File: config.mk
export PLATFORM = sky130hd
export DESIGN_NAME = min_priority_queue_decrease_key_unit
export DESIGN_NICKNAME = d
export VERILOG_FILES = /design/src/sv/mpq_pkg.sv /design/src/sv/min_priority_queue_decrease_key_unit.sv
export SDC_FILE = /design/constraint.sdc
export NUM_CORES = 1
export LEC_CHECK = 0
export ABC_AREA = 0
export ABC_CLOCK_PERIOD_IN_PS = 8000
export BUFFER_PORTS_ARGS = -buffer_cell sky130_fd_sc_hd__clkbuf_2
export CAP_MARGIN = 15
export CORE_UTILIZATION = 60
export DETAILED_ROUTE_END_ITERATION = 8
export GPL_ROUTABILITY_DRIVEN = 0
export MAX_ROUTING_LAYER = met4
export PLACE_DENSITY = 0.77
export SYNTH_ARGS = -nofsm -noshare
export SYNTH_HDL_FRONTEND = slang
export SYNTH_SLANG_ARGS = --single-unit
File: constraint.sdc
create_clock -name clk -period 8 [get_ports clk]
set_input_delay 0.8 -clock clk [delete_from_list [all_inputs] [get_ports clk]]
set_output_delay 0.8 -clock clk [all_outputs]
set_load 0.005 [all_outputs]
File: src/sv/mpq_pkg.sv
package mpq_pkg;

  localparam int CAPACITY = 16;
  localparam int KEY_BITS = 16;
  localparam int PRI_BITS = 31;
  localparam int IDX_W    = $clog2(CAPACITY);
  localparam int CNT_W    = $clog2(CAPACITY + 1);
  localparam int ENT_W    = KEY_BITS + PRI_BITS;

  localparam int IN_TDATA_W  = 48;
  localparam int OUT_TDATA_W = 56;

  // Result tdata layout, lowest bit first.
  localparam int O_HIT     = 0;
  localparam int O_KEY_LSB = 1;
  localparam int O_PRI_LSB = 17;
  localparam int O_OCC_LSB = 48;
  localparam int O_OCC_W   = 5;

  typedef logic [1:0] func_t;
  localparam func_t FN_PUSH     = 2'd0;
  localparam func_t FN_POP      = 2'd1;
  localparam func_t FN_CONTAINS = 2'd2;
  localparam func_t FN_DEC      = 2'd3;

  typedef logic [1:0] status_t;
  localparam status_t STAT_OK    = 2'd0;
  localparam status_t STAT_FULL  = 2'd1;
  localparam status_t STAT_EMPTY = 2'd2;

endpackage

File: src/sv/min_priority_queue_decrease_key_unit.sv
// Min-priority queue with decrease-key, holding up to CAPACITY entries.
// Input channel in_*: in_tuser carries the operation (push, pop minimum,
// contains key, decrease key); in_tdata carries the node key and priority.
// Result channel out_*: exactly one transaction per input transaction, in
// order, with hit, popped key and priority, occupancy in tdata and the
// status code in tuser.
// Entries live in a single-port-write, registered-read memory; valid bits
// and the fill count are flip-flops.
// A push is written at acceptance; its result goes through the response
// state into the output register, and the next transaction can be accepted
// once the result is loaded. Pop, contains and decrease-key sweep the
// memory one slot per cycle (reading slot s while slot s-1 is compared
// and, for decrease-key, written back); after the last slot their result
// goes through the response state into the output register likewise.
// One operation is in flight at a time; a new transaction is accepted
// while the previous result still waits.
// If the receiver stalls, the result is held in the output register and
// the next operation runs, then waits for the output register to empty.
// Synchronous reset clears all valid bits, the count and the handshakes;
// no clearing pass is needed.
module min_priority_queue_decrease_key_unit (
  input  logic                              clk,
  input  logic                              rst_n,
  input  logic                              in_tvalid,
  output logic                              in_tready,
  input  logic [mpq_pkg::IN_TDATA_W-1:0]    in_tdata,   // node_key[15:0], priority_req[46:16]
  input  logic [1:0]                        in_tuser,   // func[1:0]
  output logic                              out_tvalid,
  input  logic                              out_tready,
  output logic [mpq_pkg::OUT_TDATA_W-1:0]   out_tdata,  // hit[0], out_key[16:1],
                                                        // out_priority[47:17], occupancy[52:48]
  output logic [1:0]                        out_tuser   // status[1:0]
);
  import mpq_pkg::*;

  localparam logic [1:0] S_IDLE = 2'd0;
  localparam logic [1:0] S_SCAN = 2'd1;
  localparam logic [1:0] S_RESP = 2'd2;

  logic [ENT_W-1:0] mem [CAPACITY];
  logic [ENT_W-1:0] rd_data_r;

  logic [1:0]          state_r, state_nxt;
  logic [CNT_W-1:0]    scan_r;
  logic                pend_r;
  logic [IDX_W-1:0]    chk_r;
  func_t               op_r;
  logic [KEY_BITS-1:0] key_r;
  logic [PRI_BITS-1:0] pri_r;
  logic                hit_r, found_r;
  logic [IDX_W-1:0]    best_r;
  logic [KEY_BITS-1:0] bkey_r;
  logic [PRI_BITS-1:0] bpri_r;
  status_t             status_r;
  logic [CAPACITY-1:0] valid_r;
  logic [CNT_W-1:0]    count_r, count_nxt;
  logic                out_valid_r;
  logic [OUT_TDATA_W-1:0] out_data_r, out_data_nxt;
  status_t             out_user_r;

  logic                in_acc, full, proc, last, ent_valid, dec_upd, scan_issue;
  logic                out_free, pop_do, key_eq;
  logic [IDX_W-1:0]    free_idx, mem_wa, mem_ra;
  logic                mem_we;
  logic [ENT_W-1:0]    mem_wd;
  logic [KEY_BITS-1:0] in_key, rd_key;
  logic [PRI_BITS-1:0] in_pri, rd_pri;
  func_t               in_func;

  assign in_tready  = (state_r == S_IDLE);
  assign out_tvalid = out_valid_r;
  assign out_tdata  = out_data_r;
  assign out_tuser  = out_user_r;

  assign in_acc  = in_tvalid && in_tready;
  assign in_func = func_t'(in_tuser);
  assign in_key  = KEY_BITS'(in_tdata[15:0]);
  assign in_pri  = in_tdata[46:16];
  assign full    = (count_r == CNT_W'(CAPACITY));

  assign rd_key     = rd_data_r[PRI_BITS +: KEY_BITS];
  assign rd_pri     = rd_data_r[PRI_BITS-1:0];
  assign proc       = pend_r && (state_r == S_SCAN);
  assign last       = proc && (chk_r == IDX_W'(CAPACITY - 1));
  assign ent_valid  = valid_r[chk_r];
  assign key_eq     = (rd_key == key_r);
  assign dec_upd    = proc && (op_r == FN_DEC) && ent_valid && key_eq && (pri_r < rd_pri);
  assign scan_issue = (state_r == S_SCAN) && (scan_r < CNT_W'(CAPACITY));
  assign mem_ra     = scan_r[IDX_W-1:0];
  assign out_free   = !out_valid_r || out_tready;
  assign pop_do     = (op_r == FN_POP) && found_r;

  // Lowest free slot.
  always_comb begin
    free_idx = '0;
    for (int s = CAPACITY - 1; s >= 0; s--) begin
      if (!valid_r[s]) free_idx = IDX_W'(s);
    end
  end

  always_comb begin
    mem_we = 1'b0;
    mem_wa = free_idx;
    mem_wd = {in_key, in_pri};
    if (in_acc && (in_func == FN_PUSH) && !full) begin
      mem_we = 1'b1;
    end else if (dec_upd) begin
      mem_we = 1'b1;
      mem_wa = chk_r;
      mem_wd = {key_r, pri_r};
    end
  end

  always_comb begin
    count_nxt = count_r;
    if (in_acc && (in_func == FN_PUSH) && !full) begin
      count_nxt = count_r + 1'b1;
    end else if ((state_r == S_RESP) && out_free && pop_do) begin
      count_nxt = count_r - 1'b1;
    end
  end

  always_comb begin
    out_data_nxt = '0;
    out_data_nxt[O_HIT] = hit_r;
    out_data_nxt[O_KEY_LSB +: 16] = pop_do ? 16'(bkey_r) : 16'd0;
    out_data_nxt[O_PRI_LSB +: PRI_BITS] = pop_do ? bpri_r : '0;
    out_data_nxt[O_OCC_LSB +: O_OCC_W] = O_OCC_W'(count_nxt);
  end

  always_comb begin
    state_nxt = state_r;
    case (state_r)
      S_IDLE: begin
        if (in_acc) state_nxt = (in_func == FN_PUSH) ? S_RESP : S_SCAN;
      end
      S_SCAN: begin
        if (last) state_nxt = S_RESP;
      end
      S_RESP: begin
        if (out_free) state_nxt = S_IDLE;
      end
      default: state_nxt = S_IDLE;
    endcase
  end

  always_ff @(posedge clk) begin
    if (mem_we) mem[mem_wa] <= mem_wd;
    rd_data_r <= mem[mem_ra];
  end

  always_ff @(posedge clk) begin
    if (!rst_n) begin
      state_r     <= S_IDLE;
      scan_r      <= '0;
      pend_r      <= 1'b0;
      valid_r     <= '0;
      count_r     <= '0;
      out_valid_r <= 1'b0;
    end else begin
      state_r <= state_nxt;
      count_r <= count_nxt;
      pend_r  <= scan_issue;
      chk_r   <= scan_r[IDX_W-1:0];
      if (scan_issue) scan_r <= scan_r + 1'b1;

      if ((state_r == S_RESP) && out_free) out_valid_r <= 1'b1;
      else if (out_tready) out_valid_r <= 1'b0;

      case (state_r)
        S_IDLE: begin
          if (in_acc) begin
            op_r     <= in_func;
            key_r    <= in_key;
            pri_r    <= in_pri;
            hit_r    <= 1'b0;
            found_r  <= 1'b0;
            scan_r   <= '0;
            status_r <= ((in_func == FN_PUSH) && full) ? STAT_FULL : STAT_OK;
            if ((in_func == FN_PUSH) && !full) valid_r[free_idx] <= 1'b1;
          end
        end
        S_SCAN: begin
          if (proc && ent_valid) begin
            if ((op_r == FN_CONTAINS) && key_eq) hit_r <= 1'b1;
            if (dec_upd) hit_r <= 1'b1;
            // Strict compare keeps the lowest slot on equal priorities.
            if ((op_r == FN_POP) && (!found_r || (rd_pri < bpri_r))) begin
              found_r <= 1'b1;
              best_r  <= chk_r;
              bkey_r  <= rd_key;
              bpri_r  <= rd_pri;
            end
          end
        end
        S_RESP: begin
          if (out_free) begin
            if (pop_do) valid_r[best_r] <= 1'b0;
            out_data_r <= out_data_nxt;
            out_user_r <= ((op_r == FN_POP) && !found_r) ? STAT_EMPTY : status_r;
          end
        end
        default: ;
      endcase
    end
  end

endmodule

* Yosys cells after proc, flatten, opt, wreduce, memory -nomap -nowiden
Memories as Yosys holds them, arrays and structs flattened. A register that Yosys moved wholly into a read port is not among the register bits.
Index checks and enable logic that the tools add are counted.
** Cells by class
- $add $sub $neg :: 3
- $lt $le $gt $ge :: 8
- Equality and inequality tests :: 16
- Muxes and demuxes :: 56
- Bitwise operators :: 3
- Reduce and logical (&&, ||, !) cells :: 38
** Operators with widths (count)
- two-way mux 47 bit :: 2
- two-way mux 4 bit :: 18
- two-way mux 16 bit :: 4
- less-than comparator 31 bit :: 2
- one-hot mux 16 bit (2 select lines) :: 1
- two-way mux 5 bit :: 5
- logical AND 1 bit :: 21
- AND 16 bit :: 1
- equality test 16 bit :: 1
- two-way mux 1 bit :: 16
- NOT 16 bit :: 1
- OR 16 bit :: 1
- less-than comparator 4 x 5 -> 1 bit (second input constant) :: 3
- AND reduction 5 bit :: 3
- adder 5 x 1 -> 5 bit (second input constant) :: 2
- AND reduction 3 bit :: 3
- demux 1 bit (select 4 bit) :: 2
- greater-or-equal comparator 4 x 1 -> 1 bit (second input constant) :: 2
- two-way mux 2 bit :: 4
- inequality test 2 x 1 -> 1 bit (second input constant) :: 4
- equality test 2 bit (second input constant) :: 3
- inequality test 2 bit (second input constant) :: 3
- one-hot mux 2 bit (3 select lines) :: 1
- nonzero test 2 bit :: 3
- 12 further kinds :: 18
** Storage, ports and cells
- Register bits after elaboration :: 193
- Bits in writable memories :: 752
- Bits of input ports :: 54
- Output and inout port bits :: 60
- Word-level logic and storage cells :: 144
- Memories :: 1
** Memories
- mem :: depth 16, bits a word 47, rd ports 1, clocked after Yosys merged registers in 1, write ports 1, RTL line min_priority_queue_decrease_key_unit.sv:40 : logic [ENT_W-1:0] mem [CAPACITY];

* Depth between registers and ports, before layout
Gate-level depths: netlist of the first run.
- Depth after elaboration :: 24
- Depth in mapped cells :: 10
- Gate-level depth less buffers :: 8

* Worst setup path before layout of the first run
OpenSTA, ideal clock, no wires.
- Path type :: reg2reg
- From :: reg rd_data_r[28] (read register of mem)
- To :: mem mem[14][0] in the netlist's numbering, enable pin
- Library setup time :: 522 ps
- Arrival time :: 5412 ps
- Required time :: 7478 ps
- Path slack :: 2066 ps
- Cell stages (with the launch flop) :: 9
- Path through :: dfxtp_1 inv_1 ha_1 a211oi_1 nor2_1 or3_1 a2111oi_2 o2111ai_1 o31ai_1
** On the way
- Cells in the longest elaborated chain, start to end :: 6
- Elaborated cells between the ends (all ways) :: 8
** RTL lines
- start: declaration :: RTL line min_priority_queue_decrease_key_unit.sv:41 : logic [ENT_W-1:0] rd_data_r;
- less-than comparator 31 bit (*) :: RTL line min_priority_queue_decrease_key_unit.sv:87 : assign dec_upd = proc && (op_r == FN_DEC) && ent_valid && key_eq && (pri_r < rd_pri);
- logical AND 1 bit (*) :: RTL line min_priority_queue_decrease_key_unit.sv:87
- two-way mux 1 bit :: RTL line min_priority_queue_decrease_key_unit.sv:107 : end else if (dec_upd) begin
- two-way mux 1 bit :: RTL line min_priority_queue_decrease_key_unit.sv:105 : if (in_acc && (in_func == FN_PUSH) && !full) begin
- two-way mux 1 bit :: RTL line min_priority_queue_decrease_key_unit.sv:148 : if (mem_we) mem[mem_wa] <= mem_wd;
- two-way mux 1 bit (not written as such) :: RTL line min_priority_queue_decrease_key_unit.sv:148
- end: declaration :: RTL line min_priority_queue_decrease_key_unit.sv:40
Every way passes the cells marked *; elsewhere a longest branch is shown, timed or not.

* Worst setup path in the final report of the first run
- From :: reg key_r[5]
- To :: mem mem[4][19] in the netlist's numbering, enable pin
** On the way
- Cells in the longest elaborated chain, start to end :: 7
- Elaborated cells between the ends (all ways) :: 9
** RTL lines
- start: declaration :: RTL line min_priority_queue_decrease_key_unit.sv:48 : logic [KEY_BITS-1:0] key_r;
- start signal: assignment :: RTL line min_priority_queue_decrease_key_unit.sv:174 : key_r <= in_key;
- equality test 16 bit (*) :: RTL line min_priority_queue_decrease_key_unit.sv:86 : assign key_eq = (rd_key == key_r);
- logical AND 1 bit (*) (2 in a row) :: RTL line min_priority_queue_decrease_key_unit.sv:87
- two-way mux 1 bit :: RTL line min_priority_queue_decrease_key_unit.sv:107
- two-way mux 1 bit :: RTL line min_priority_queue_decrease_key_unit.sv:105
- two-way mux 1 bit :: RTL line min_priority_queue_decrease_key_unit.sv:148
- two-way mux 1 bit (not written as such) :: RTL line min_priority_queue_decrease_key_unit.sv:148
Marked as above.

==> summary.txt, run 1 <==
Timing
  • Slew @ Worst Pin: 1.10 ns
  • RSZ-0062 raised after global routing: no
  • Fmax achieved: approximately 200 MHz
  • Max-slew violation count: 0
  • Tcrit/Tclk final: about 63%
  • Hold Vio Cnt, Final: 0
  • Setup TNS: 0 ns
  • Final setup vio count: 0
  • Clk_skew: 0.0282 ns
  • Final min period: 5.02 ns
  • Rel. slew slack: 26.5%
  • Final worst slack: 2.98 ns

Logic synthesis
  • Main area contributors after synthesis: edfxtp_1 71%, mux4_2 14%, dfxtp_1 4.0%, ha_1 2.0%, mux2_2 1.2%
  • Post-synth top cells: 914 x edfxtp_1, 235 x mux4_2, 77 x dfxtp_1, 73 x inv_1, 63 x ha_1
  • Cell taking the most area after synthesis: edfxtp_1
  • Syn avg cell area: 20.6 um2
  • Library cells used by synthesis: 64
  • Mapped Cells: 1873
  • Mapped Area: 38700 um2
  • Yosys top cell area share: 71.0%
  • Post-synth EDFFs: 914
  • Sequential area share after synthesis: between 70% and 80%
  • Top FF cell, synth: edfxtp_1
  • FFs w/ async S/R, synth: 0%
  • Yosys Warn Count: 0
  • Most frequent cell after synthesis: edfxtp_1
  • Flops & latches, synth: between 900 and 1000

Global routing
  • Largest net degree at the start of global routing: ~150
  • Total GRT Usage: 27.4%
  • Initial antenna violation count: 2
  • First-pass GRT wire length: around 130000 um
  • GR Overflow Total: 0
  • Vias in the first global route: 19600

Flow run
  • MaxCap Viol Count: 0

Finish
  • Nets: 2146
  • Final Core Density: between 60% and 70%
  • Fill cell count: 3725
  • Non-Filler Instances: 2956
  • Area Growth Syn to Fin: 12.7%
  • Area taken by multi-input logic gates: between 9000 and 10000 um2
  • Layout cell share with drive strength beyond 1: roughly 28%
  • FF+latch area: 29000 um2

Clock tree
  • H-Tree Level Count: 3
  • CTS Sinks: between 900 and 1000
  • Setup bufs post-CTS: 0
  • Worst skew pair latency: 0.65 ns
  • Worst-path clk slew: 0.06 ns
  • Cts hold-fix bufs: 0
  • TritonCTS buffer count: 95
  • CTS tree: done
  • Cells resized by post-CTS repair: 0
  • CTS max path bufs: 3
  • CTS root buf: clkbuf_16

Placed design
  • Post-Place Setup Slack: 3.12 ns
  • HPWL after detailed placement: between 40000 and 50000 um
  • Port Buffers: 109
  • Placed instance count: between 2000 and 3000

Die
  • Starting Density: 61.0%
  • Die height: 256 um
  • Die Area: about 65000 um2
  • Top Ports: 114
  • Die W: roughly 260 um
  • Row count: 92
  • Core area: 63400 um2

Power
  • PwrDens: 245 nW/um2
  • VDD IR max: 140 uV
  • Total power: 0.0107 W
  • Lkg Pwr: 14.1 nW

Drt
  • Routed WL: 85200 um
  • Via count: 19000
  • DRC viols: 0
  • WL/cell: 28.8 um
  • DRT Pass-1 Iters: 6
  • Avg Vias per Cell: 6.44
  • DR iter-0 viols: 2115
  • Post-DRT Antenna Nets: 0

Outcome
  • Result of the run: completed

Worst setup path
  • CP max FO: 30
  • Startpoint Class: flip-flop
  • Critical Path RT: 8.26 ns
  • CP Class: reg -> reg
  • CP Capture Type: flip-flop
  • Critical path arrival: 5.28 ns

Min path
  • Worst Hold Class: in -> reg
-- area by class of cell --
type	count	area share, %
tap	846	2.43
clock buffer	124	6.02
multi-input combinational	734	21.4
antenna	1	0.00574
timing repair buffer	134	1.74
sequential	991	66.6
clock inverter	53	1.25
inverter	73	0.629
-- critical path: stages, from the launching register on --
cell       delay [ns]
edfxtp_1         0.41
xor2_1           0.16
nor4_1           0.86
nand4_1          0.43
a2111oi_2        0.44
o2111ai_4        0.61
o22ai_4          0.98
buf_4            0.69
-- layout by cell type (no fill, tap or decap), types with 12 or more instances in the layout --
master and count:
clkbuf_1 20, buf_4 23, nor3_1 12, clkbuf_2 109
clkinv_1 19, dfxtp_1 73, o21ai_0 29, edfxtp_1 914
nor2b_1 12, a21boi_0 12, nor2_1 29, clkinv_2 12
and2_1 55, xor2_1 19, nand4_1 24, mux2_2 41
mux4_2 235, nand2_1 41, a21oi_1 26, clkbuf_16 99
ha_1 63, inv_1 72
-- final timing paths --
check	from	endpoint	slack [ns]	depth (start not counted)
setup reg to reg	key_r[5]$_DFFE_PP_	mem[4][19]$_DFFE_PP_	2.98	7
hold reg to reg	hit_r$_DFFE_PP_	out_tdata[0]$_DFFE_PP_	0.45	0
setup / recovery	key_r[5]$_DFFE_PP_	mem[4][19]$_DFFE_PP_	2.98	7
hold / removal	in_tdata[24]	pri_r[8]$_DFFE_PP_	0.35	1
-- metal layers --
layer	routed length [um]	part of all wire, %	GRT usage, %	vias up
li1	-	-	-	7967
met1	32500	38	36.0	9914
met2	43600	51	45.0	966
met3	6730	7.9	3.70	179
met4	2380	2.8	9.12	0
met5	0	0	-	-
-- power breakdown --
part           internal [W]  switching [W]
sequential          0.00571      0.0000469
clock               0.00264        0.00190
combinational      0.000166       0.000216
total               0.00851        0.00216
-- metrics by stage --
step           instance area [um2]  hold WS [ns]
2_1_floorplan                38700         0.400
3_3_place_gp                 40400         0.417
3_5_place_dp                 40400         0.429
4_1_cts                      43600         0.313
5_1_grt                      43600         0.326
6_report                     43600         0.351
-- cells by family after synthesis --
group	count (synthesis)	share of synthesized area, %
and+or+nand+nor	214	3.01
xor gates and xnor gates	23	0.521
buffers and inverters	150	1.60
adders and majority gates	63	2.04
DFF	991	75.0
muxes	291	15.4
AOI/OAI and AO/OA	140	2.47
other	1	0.00970
-- sequential cells by signal, summed over array words and instances (netlist names), 4 cells and up --
signal and count:
mem 752, out_tdata 53, rd_data_r 47, bpri_r 31, pri_r 31, bkey_r 16
key_r 16, valid_r 16, count_r 5, scan_r 5, best_r 4, chk_r 4
(Power assumes the default switching activity.)
==> inputs of run 2 (changes only) <==
ABC_CLOCK_PERIOD_IN_PS = 4200   (was 8000)
CORE_UTILIZATION = 56   (was 60)
PLACE_DENSITY = 0.76   (was 0.77)
clock period = 4.2 ns   (was 8 ns; I/O delays follow)
==> run 2 against run 1 <==
Net effect: clock power up 91%; sequential share of layout area down 1.9 points; critical path type unchanged; critical path depth up 1; cell count up 3.7%; global-route usage down 1.1 points; first-iteration DRC count down 4.5%; fmax up 41%; largest cell class unchanged; core utilization down 2.5 points; clock skew down 0.0067 ns; die area up 7.1%; hold slack worse by 0.33 ns; power up 91%.
==> summary.txt, run 2 (synthesis gave the netlist of run 1 again) <==
Timing
  • Tcrit/Tclk final: 84.8% (+22 points)
  • Max-slew violation count: 0 (unchanged)
  • Hold Vio Cnt, Final: 0 (unchanged)
  • RSZ-0062 raised after global routing: no
  • Fmax achieved: 281 MHz (+41%)
  • Final min period: 3.56 ns (-1.45 ns)
  • Final worst slack: 0.638 ns (-2.35 ns)
  • Final setup vio count: 0 (unchanged)
  • Slew @ Worst Pin: 1.06 ns (-0.0435 ns)
  • Setup TNS: 0 ns (unchanged)
  • Rel. slew slack: 29.5% (+2.9 points)
  • Clk_skew: 0.0215 ns (-0.00672 ns)

Clock tree
  • CTS Sinks: 991 (unchanged)
  • CTS tree: done
  • CTS root buf: clkbuf_16
  • Setup bufs post-CTS: 0 (unchanged)
  • TritonCTS buffer count: 96 (+1.1%)
  • Worst skew pair latency: 0.65 ns (about the same)
  • Worst-path clk slew: 0.06 ns (about the same)
  • CTS max path bufs: 3 (unchanged)
  • H-Tree Level Count: 3 (unchanged)

Finish
  • Nets: 2226 (+3.7%)
  • Commonest non-fill, non-tap cell in the layout: edfxtp_1
  • Area Growth Syn to Fin: 16.0%
  • Max reg flops: 752 (unchanged)
  • Biggest register: mem
  • Commonest non-fill, non-tap cells in the layout: 914 x edfxtp_1, 235 x mux4_2, 109 x clkbuf_2, 98 x clkbuf_16, 73 x dfxtp_1
  • Fill cell count: 4196 (+13%)
  • Antenna fix cells: 0 (-1)
  • Non-Filler Instances: 3066 (+3.7%)
  • Layout cell share with drive strength beyond 1: 29.0% (+1.1 points)

Worst setup path
  • CP max FO: 19 (-37%)
  • CP most frequent cell: buf_12
  • Critical Path RT: 4.53 ns (-3.73 ns)
  • Critical path arrival: 3.90 ns (-1.38 ns)
  • CP Class: reg -> reg
  • Critical path's top delay family: compound AO/OA/AOI/OAI gates
  • CP Launch Point: key_r[3]$_DFFE_PP_
  • Max stage delay on crit path: 0.62 ns (-0.36 ns)
  • CP cell instances: xor2_1, nor4_1, nand4_1, a2111oi_2, o2111ai_4, buf_12, o31ai_4, buf_12
  • Slowest-stage cell, CP: nor4_1
  • Reg2reg start: key_r[3]$_DFFE_PP_
  • CP Capture Type: flip-flop
  • Startpoint Class: flip-flop
  • Worst path bufs/invs: 2 (+1)

Die
  • Starting Density: 57.1% (-3.9 points)
  • Top Ports: 114 (unchanged)
  • Die W: 265 um (+3.5%)
  • Row count: 95 (+3.3%)
  • Core area: 67800 um2 (+6.8%)
  • Die Area: 70100 um2 (+7.1%)
  • Die height: 265 um (+3.5%)

Outcome
  • Result of the run: completed

Global routing
  • GR Util met3: 3.71% (about the same)
  • GR peak layer: met2
  • Grt met1 use: 33.7% (-2.3 points)
  • Initial antenna violation count: 1 (-1)
  • GR Overflow Total: 0 (unchanged)
  • Vias in the first global route: 20300 (+3.1%)
  • Total GRT Usage: 26.4% (-1.1 points)
  • Largest net degree at the start of global routing: 52 (-64%)
  • M2 GR Usage: 43.8% (-1.2 points)
  • First-pass GRT wire length: 130000 um (+3.4%)

Flow run
  • MaxCap Viol Count: 0 (unchanged)

Min path
  • Worst Hold Class: in -> reg
  • Hold_sp: in_tdata[22]

Power
  • Total power: 0.0204 W (+91%)
  • Lkg Pwr: 14.6 nW (+3.8%)
  • Switching fraction of total power: 20.4% (+0.16 points)
  • Seq pwr share: 53.6% (-0.3 points)
  • Internal power: 0.0163 W (+91%)
  • Clock Power Share: 42.5% (about the same)
  • VDD IR max: 312 uV (+120%)
  • Combinational fraction of design power: 3.9% (+0.3 points)
  • Psw: 0.00417 W (+93%)
  • PwrDens: 455 nW/um2 (+86%)

Drt
  • Avg Vias per Cell: 6.33 (-1.7%)
  • DRC viols: 0 (unchanged)
  • DR iter-0 viols: 2019 (-4.5%)
  • Post-DRT Antenna Nets: 0 (unchanged)
  • Via count: 19400 (+2.0%)
  • Routed WL: 86800 um (+1.8%)
  • DRT Pass-1 Iters: 5 (-1)
  • WL/cell: 28.3 um (-1.9%)

Placed design
  • Placed instance count: 2841 (+2.3%)
  • Port Buffers: 109 (unchanged)
  • Post-Place Setup Slack: 0.651 ns (-2.47 ns)
  • HPWL after detailed placement: 47900 um (+14%)
[run 2: cell types whose count changed in the layout (fill, tap and decap cells not counted), sizes merged]
cell / change
clkinv: +14
inv: -2
diode: -1
bufinv: +1
clkbuf: -6
clkinvlp: -2
dlygate4sd3: +43
buf: +36
[run 2: worst paths after layout]
kind | to | slack, ns | cells after the start
max | mem[14][8]$_DFFE_PP_ | 0.64 | 8
min reg2reg | out_tdata[0]$_DFFE_PP_ | 0.44 | 0
max reg2reg | mem[14][8]$_DFFE_PP_ | 0.64 | 8
min | pri_r[6]$_DFFE_PP_ | 0.02 | 1
[run 2: final cells by class]
class                   instances  area, um2  area share, %
inverters                      73        274          0.611
clock inverters                64        647           1.44
multi-input cells             734       9300           20.7
well taps                     873       1090           2.44
clock buffers                 118       2560           5.70
flip-flops and latches        991      29000           64.7
repair buffers                213       1970           4.40
[run 2: power groups by stage]
stage / clock network [W] / registers [W] / logic [W]
floorplan: 0 / 0.0111 / 0.000514
global placement: 0 / 0.0112 / 0.000726
detailed placement: 0 / 0.0112 / 0.000756
CTS: 0.00879 / 0.0110 / 0.000801
global route: 0.00915 / 0.0110 / 0.000862
finish: 0.00868 / 0.0110 / 0.000795
[run 2: through the flow]
step	util, %	instance area [um2]	hold WS (ns)
6_report	66.2	44800	0.0187
5_1_grt	66.2	44800	0.0142
4_1_cts	66.2	44800	0.00156
3_5_place_dp	60.8	41200	0.427
3_3_place_gp	60.8	41200	0.421
2_1_floorplan	-	38700	0.400
[run 2: layer usage]
| metal | vias to the layer above | part of all wire, % | wire [um] |
|---|---|---|---|
| met4 | 0 | 3.1 | 2730 |
| met3 | 175 | 7.0 | 6110 |
| met1 | 10200 | 38 | 33200 |
| li1 | 8133 | - | - |
| met2 | 923 | 52 | 44700 |
| met5 | - | 0 | 0 |
[run 2: what timing repair did]
action | in CTS | in global routing
hold endpoints to repair | 42 | 1
hold buffers | 42 | 1
resized for setup | 0 | 0
